$ cat src/rtl/pal_pkg.sv
// pal_pkg: operation codes, status codes, port widths and the cell command type
// for the positional array list. No dependencies.
`timescale 1ns / 1ps

package pal_pkg;

    localparam int FUNC_W   = 4;
    localparam int POS_W    = 7;
    localparam int DATA_W   = 32;
    localparam int STATUS_W = 2;
    localparam int COUNT_W  = 7;
    localparam int CFG_W    = 7;

    // operation codes
    localparam logic [FUNC_W-1:0] FN_INSERT     = 4'd0;
    localparam logic [FUNC_W-1:0] FN_GET        = 4'd1;
    localparam logic [FUNC_W-1:0] FN_SET        = 4'd2;
    localparam logic [FUNC_W-1:0] FN_REMOVE     = 4'd3;
    localparam logic [FUNC_W-1:0] FN_PUSH       = 4'd4;
    localparam logic [FUNC_W-1:0] FN_POP_END    = 4'd5;
    localparam logic [FUNC_W-1:0] FN_POP_START  = 4'd6;
    localparam logic [FUNC_W-1:0] FN_PEEK_END   = 4'd7;
    localparam logic [FUNC_W-1:0] FN_PEEK_START = 4'd8;

    // status codes
    localparam logic [STATUS_W-1:0] ST_OK     = 2'd0;
    localparam logic [STATUS_W-1:0] ST_FULL   = 2'd1;
    localparam logic [STATUS_W-1:0] ST_EMPTY  = 2'd2;
    localparam logic [STATUS_W-1:0] ST_BADPOS = 2'd3;

    // broadcast to every cell; at most one bit set
    typedef struct packed {
        logic ins;  // open a gap at pos, write there, shift upper cells up
        logic rem;  // shift cells at and above pos down
        logic wr;   // overwrite the cell at pos
    } pal_cmd_t;

endpackage

$ cat src/rtl/pal_cell.sv
// pal_cell: one storage cell of the list row; takes data from its lower or
// upper neighbour, or the write word, as the broadcast command says. Uses pal_pkg.
`timescale 1ns / 1ps

module pal_cell #(
    parameter int CNT_W     = 7,
    parameter int ELEM_BITS = 32,
    parameter int IDX       = 0
) (
    input  logic                  clk,
    input  pal_pkg::pal_cmd_t     cmd,
    input  logic [CNT_W-1:0]      pos,
    input  logic [ELEM_BITS-1:0]  wdata,
    input  logic [ELEM_BITS-1:0]  lower,
    input  logic [ELEM_BITS-1:0]  upper,
    output logic [ELEM_BITS-1:0]  q,
    output logic [ELEM_BITS-1:0]  rd
);

    localparam logic [CNT_W-1:0] MY_IDX = CNT_W'(IDX);

    logic [ELEM_BITS-1:0] q_reg;
    logic [ELEM_BITS-1:0] q_next;
    logic                 hit;

    assign hit = (pos == MY_IDX);

    always_comb
    begin
        q_next = q_reg;
        if (cmd.ins)
        begin
            if (hit)
                q_next = wdata;
            else if (MY_IDX > pos)
                q_next = lower;
        end
        else if (cmd.rem)
        begin
            if (MY_IDX >= pos)
                q_next = upper;
        end
        else if (cmd.wr && hit)
        begin
            q_next = wdata;
        end
    end

    // payload only, no reset
    always_ff @(posedge clk)
    begin
        q_reg <= q_next;
    end

    assign q  = q_reg;
    assign rd = hit ? q_reg : '0;

endmodule

$ cat config.mk
export PLATFORM = sky130hd
export DESIGN_NAME = pal_cell
export DESIGN_NICKNAME = d
export VERILOG_FILES = /design/src/rtl/pal_pkg.sv /design/src/rtl/pal_cell.sv
export SDC_FILE = /design/constraint.sdc
export NUM_CORES = 1
export LEC_CHECK = 0
export BUFFER_PORTS_ARGS = -buffer_cell sky130_fd_sc_hd__buf_2
export CAP_MARGIN = 0
export CORE_AREA = 4 4 70 98
export DETAILED_ROUTE_END_ITERATION = 12
export DIE_AREA = 0 0 74 102
export PLACE_DENSITY = 0.79
export SLEW_MARGIN = 20
export SYNTH_ARGS = -nofsm -noshare
export SYNTH_HDL_FRONTEND = slang
export SYNTH_SLANG_ARGS = --single-unit
$ cat constraint.sdc
create_clock -name clk -period 5.5 [get_ports clk]
set_input_delay 1.1 -clock clk [delete_from_list [all_inputs] [get_ports clk]]
set_output_delay 1.1 -clock clk [all_outputs]
set_load 0.02 [all_outputs]
==> results.yml, run 1 <==
logic_synthesis:
  synth.yosys.warnings: 0
  synth_edf_count: 32
  synth_top_area_cell: "edfxtp_1"
  synth_area_per_cell_sq_um: 10.21
  synthesis.area_sq_um: 2390
  async_reset_ff_share_pct: 0
  synth_ff_type: "edfxtp_1"
  ys_ff_latch: 32
  synth_cell_types: 18
  netlist_instances: 234
  synth_top_area_share_pct: 40.21
  synth_area_leaders: "edfxtp_1 40%, o211ai_2 15%, a22oi_1 10%, and3_1 8.4%, nand4_1 8.4%"
  synth_fp_nets: 341
  ys_seq_area_share_pct: 40.21
sta:
  slew_violations: 0
  fin_tns_setup_ns: 0
  timing.final.crit_share_pct: 64.50
  finalSetupViolCount: 0
  tightest_slew_ns: 0.9634
  slew_headroom_pct: 35.77
  min_period_ns: 3.548
  hold_ws_ns: 1.121
  hold_viol_final: 0
  layout_setup_ws_ns: 1.952
  rsz0062_at_grt: "false"
  fmax_ghz: 0.2819
power:
  p_int_mw: 0.4151
  power.density_nw_per_um2: 171.8
  p_leak_nw: 1.590
  p_seq_share_pct: 48.3
  ir_drop_v: 0.00008778
  combPwrFrac_pct: 21.9
  p_switching_mw: 0.1519
  sw_frac_of_total_pct: 26.80
  finalPower_mw: 0.5670
  pwr-share-clk_pct: 29.9
final_layout:
  final_cells: 456
  finalNetCount: 490
  area_growth_syn_to_layout_pct: 38.06
  drive_above_1_share_pct: 56.51
  insertedDiodeCount: 0
  largest_reg_flops: 32
floorplan:
  die_area_sq_um: 7548
  io_pins: 171
  num_rows: 34
  die_h_um: 102
  core-area_sq_um: 6083
  die_w_um: 74
  initial_utilization_pct: 39.28
global_routing:
  grt_pass1_vias: 2490
  antenna_found_initial: 0
  grt_max_degree: 65
  grt_overflow_total: 0
  grt_pass1_wl_um: 11890
  grt_usage_pct: 20.19
worst_hold_path:
  min_to: "q[21]$_DFFE_PP_"
  hold_path_depth: 3
  hp-start: "upper[21]"
  hp-class: "in -> reg"
drt:
  wire_per_inst_um: 17.61
  drt-initial-drc-count: 275
  ant_nets: 0
  drt-total-wl_um: 8032
  via_per_inst: 5.925
  firstDrtPassIters: 4
  vias: 2702
  drc_errors: 0
clocking:
  clkSlewWorstSetupHoldPaths_ns: 0.06
  post_cts_buffers: 0
  root_buffer: "clkbuf_8"
  hold_buffers: 0
  numCtsBuffers: 5
  cts_tree: "done"
  cts.sinks: 32
  cts_resized: 0
  cts_buffer_depth: 2
  cts_htree_levels: 2
setup_path:
  crit_slowest_cell: "buf_4"
  worst-path-buf-inv: 3
  crit_type: "in -> out"
  max_stage_delay_ns: 0.52
  crit_top_cell: "buf_2"
  cp-end-kind: "primary output"
  cp_top_family: "buffers and inverters"
  arrival_ns: 2.45
  critPathRequiredTime_ns: 4.40
  crit_path_max_fanout: 64
  cp-start-kind: "input pin"
  crit_path_cell_trace: "buf_2 > nor4_4 > buf_4 > and3_1 > buf_2"
placement:
  gp_congestion: 0.8742
  port_buffers: 170
  place_ws_ns: 1.998
  dpl.cell_count: 448
  hpwl_um: 5570
job:
  drv_cap: 0
status:
  status: "finished, final reports clean"
==> worst max path at each step <==
stage / start / to / depth (start not counted)
finish: pos[2] / rd[5] / 5
global route: pos[2] / rd[26] / 5
CTS: pos[2] / rd[5] / 5
detailed placement: pos[2] / rd[5] / 5
global placement: pos[2] / rd[19] / 5
floorplan: pos[2] / q[0]$_DFFE_PP_ / 4
==> power by group through the flow <==
stage	sequential (mW)	clock, mW	combinational [mW]
floorplan	0.281	0	0.0629
global placement	0.279	0	0.120
detailed placement	0.279	0	0.123
CTS	0.274	0.176	0.123
global route	0.274	0.188	0.136
finish	0.274	0.169	0.124
==> area by class of cell <==
type                    instances  area (sq um)
fillers                       549          2784
multi-input cells             168          1272
flip-flops and latches         32         960.9
repair buffers                176         895.9
well taps                      72         90.09
clock buffers                   7         76.32
clock inverters                 1         3.754
==> synthesized netlist by cell type (2+ instances only) <==
cell / count
a22oi_1: 32
buf_8: 3
edfxtp_1: 32
clkbuf_1: 26
nand3_1: 32
and3_1: 32
o211ai_2: 29
nor3_1: 2
nand4_1: 32
o211ai_1: 3
buf_2: 4
==> cell families after synthesis <==
kind of cell	share of synthesized area (%)
AOI/OAI and AO/OA	26.18
and+or+nand+nor	26.33
DFF	40.21
buffers and inverters	7.277
==> metal layers <==
metal,GRT usage [%],vias up,routed length [um],share of wire (%)
met1,25.35,1264,3001,37
met2,34.36,155,4239,53
met3,2.756,20,580,7.2
met4,8.368,0,210,2.6
li1,-,1263,-,-
met5,0,-,0,0
==> layout by cell type, fill, tap and decap left out <==
cell | synthesis | routed
nor2_2 | 0 | 1
a22oi_1 | 32 | 32
clkbuf_1 | 26 | 2
o211ai_1 | 3 | 3
or3_2 | 0 | 1
clkbuf_8 | 0 | 5
nor3_4 | 0 | 1
nor4_4 | 1 | 1
nor2b_2 | 0 | 1
nand4_1 | 32 | 32
nand3_1 | 32 | 32
or4_4 | 1 | 1
nor3_2 | 1 | 1
buf_2 | 4 | 170
and3_1 | 32 | 32
edfxtp_1 | 32 | 32
o211ai_2 | 29 | 29
buf_4 | 0 | 6
clkinv_1 | 0 | 1
nor3_1 | 2 | 1
==> metrics by stage <==
step	cell area, sq um	util (%)
2_1_floorplan	2390	-
3_3_place_gp	3219	52.92
3_5_place_dp	3219	52.92
4_1_cts	3299	54.24
5_1_grt	3299	54.24
6_report	3299	54.24
Power figures use the tool's default switching activity.
==> inputs of run 2 (changes only) <==
- ABC_AREA: unset -> 1
- CORE_AREA: 4 4 70 98 -> 4 4 71 99
- DIE_AREA: 0 0 74 102 -> 0 0 75 103
- PLACE_DENSITY: 0.79 -> 0.8
- clock period: 5.5 -> 3.3 ns (I/O delays scaled with it)
==> run 2 against run 1 <==
Effect of this change: area after synthesis is 6.2% higher; die area up 2.3%; combinational power is 60% higher; clock power is 70% higher; flip-flop and latch count did not move; power is 66% higher; wire length grew 4.9%; sequential power is 66% higher; clock-buffer cell count did not move; critical path depth increased by 2; critical path type unchanged; largest cell class unchanged.
==> results.yml, run 2 <==
status:
  status: "finished, final reports clean"
logic_synthesis:
  ys_ff_latch: 32
  synth_fp_nets: 469
  synth_top_area_cell: "edfxtp_1"
  yosysMostFrequentCell: "inv_1"
  synth.yosys.warnings: 0
  synthesis.area_sq_um: 2539
  synth_edf_count: 32
  synth_area_leaders: "edfxtp_1 38%, inv_1 14%, nand3_1 13%, a22oi_1 9.5%, o21ai_1 5.9%"
  netlist_instances: 362
  synth_top_area_share_pct: 37.85
  synth_ff_type: "edfxtp_1"
  async_reset_ff_share_pct: 0
  synthTopCellsByCount: "97 x inv_1, 64 x nand3_1, 36 x nor2_1"
  synth_area_per_cell_sq_um: 7.013
  synth_cell_types: 18
  ys_seq_area_share_pct: 37.85
sta:
  slew_violations: 0
  tightest_slew_ns: 0.7805
  layout_setup_ws_ns: 0.8395
  finalSetupViolCount: 0
  timing.final.crit_share_pct: 74.56
  hold_viol_final: 0
  fmax_ghz: 0.4064
  min_period_ns: 2.461
  rsz0062_at_grt: "false"
  fin_tns_setup_ns: 0
  slew_headroom_pct: 47.84
placement:
  gp_congestion: 0.8164
  hpwl_um: 6139
  place_ws_ns: 0.8044
  port_buffers: 170
drt:
  wire_per_inst_um: 14.23
  ant_nets: 0
  drc_errors: 0
  vias: 2895
  via_per_inst: 4.890
  drt-total-wl_um: 8425
  drt-initial-drc-count: 175
  firstDrtPassIters: 4
power:
  p_leak_nw: 2.015
  ir_drop_v: 0.0002031
  power.density_nw_per_um2: 273.7
job:
  drv_cap: 0
setup_path:
  crit_path_cell_trace: "buf_2 > nor2_1 > nand2_2 > clkinv_2 > nand2_2 > nor2_1 > buf_2"
  max_stage_delay_ns: 0.36
  crit_slowest_cell: "nand2_2"
  crit_path_max_fanout: 33
  crit_type: "in -> out"
  cp-start-kind: "input pin"
  cp-end-kind: "primary output"
  critPathRequiredTime_ns: 2.64
  cp_top_family: "simple AND/OR/NAND/NOR gates"
  arrival_ns: 1.80
  worst-path-buf-inv: 3
final_layout:
  final_common_cell: "buf_2"
  area_growth_syn_to_layout_pct: 35.49
  finalNetCount: 626
  insertedDiodeCount: 0
  drive_above_1_share_pct: 36.73
  final_cell_mix: "170 x buf_2, 97 x inv_1, 64 x nand3_1, 35 x nor2_1, 33 x nand2_1"
  largest_reg_flops: 32
clocking:
  hold_buffers: 0
  numCtsBuffers: 5
  post_cts_buffers: 0
  cts_buffer_depth: 2
  cts.sinks: 32
  root_buffer: "clkbuf_8"
  clkSlewWorstSetupHoldPaths_ns: 0.07
  cts_tree: "done"
  cts_htree_levels: 2
  cts_resized: 0
worst_hold_path:
  hp-class: "in -> reg"
floorplan:
  die_area_sq_um: 7725
  die_h_um: 103
  core-area_sq_um: 6168
  io_pins: 171
  die_w_um: 75
  initial_utilization_pct: 41.16
  num_rows: 34
global_routing:
  grt_usage_pct: 20.87
  grt_overflow_total: 0
  antenna_found_initial: 0
  grt_pass1_wl_um: 12330
  grt_max_degree: 36
  grt_pass1_vias: 2606
==> run 2: cell types whose count changed in the layout (fill, tap and decap cells not counted), sizes merged, moves of 2 or more <==
cell / change
nand4: -32
nand3: +32
inv: +100
nand2: +36
nor2: +38
and3: -32
nor3: -2
o21ai: +32
o211ai: -32
==> run 2: per-layer routing <==
metal	part of all wire, %	up-vias	global-route usage [%]	routed length [um]
met1	36	1280	24.64	3063
met3	6.8	18	4.195	571
li1	-	1474	-	-
met4	2.7	0	8.219	231
met5	0	-	0	0
met2	54	123	36.38	4559
==> run 2: worst paths after layout <==
| check | from | to | slack, ns | depth (start not counted) |
|---|---|---|---|---|
| worst max-delay path | pos[5] | rd[24] | 0.84 | 7 |
| worst min-delay path | upper[24] | q[24]$_DFFE_PP_ | 0.67 | 3 |
==> run 2: final cells by class <==
class	count	area (sq um)
fillers	612	2729
multi-input cells	204	1040
flip-flops and latches	32	960.9
repair buffers	175	888.4
inverters	101	380.4
well taps	72	90.09
clock buffers	7	76.32
clock inverters	1	3.754
==> run 2: metrics by stage <==
step / power (mW) / utilization, % / hold slack (ns) / instance area, sq um / cells
after global placement: 0.6570 / 54.46 / 0.9529 / 3359 / 584
final: 0.9415 / 55.76 / 0.6724 / 3440 / 592
after detailed placement: 0.6630 / 54.46 / 0.9583 / 3359 / 584
after CTS: 0.9440 / 55.76 / 0.6641 / 3440 / 592
after floorplan: 0.5753 / - / 0.8644 / 2539 / 362
after global routing: 0.9833 / 55.76 / 0.6643 / 3440 / 592
==> run 2: kinds of logic (layout without fill, tap and decap cells) <==
group,after synthesis,count (layout),synth area share [%]
AO/OA/AOI/OAI,64,64,15.77
buffers and inverters,126,284,21.49
flip-flops,32,32,37.85
AND/OR/NAND/NOR,140,140,24.89
==> run 2: power breakdown <==
group | switching, mW | leakage (nW) | total, mW | internal (mW)
registers | 0.00134 | 0.277 | 0.456 | 0.455
logic | 0.111 | 1.70 | 0.198 | 0.0878
clock network | 0.140 | 0.0399 | 0.287 | 0.147
total | 0.252 | 2.01 | 0.942 | 0.689
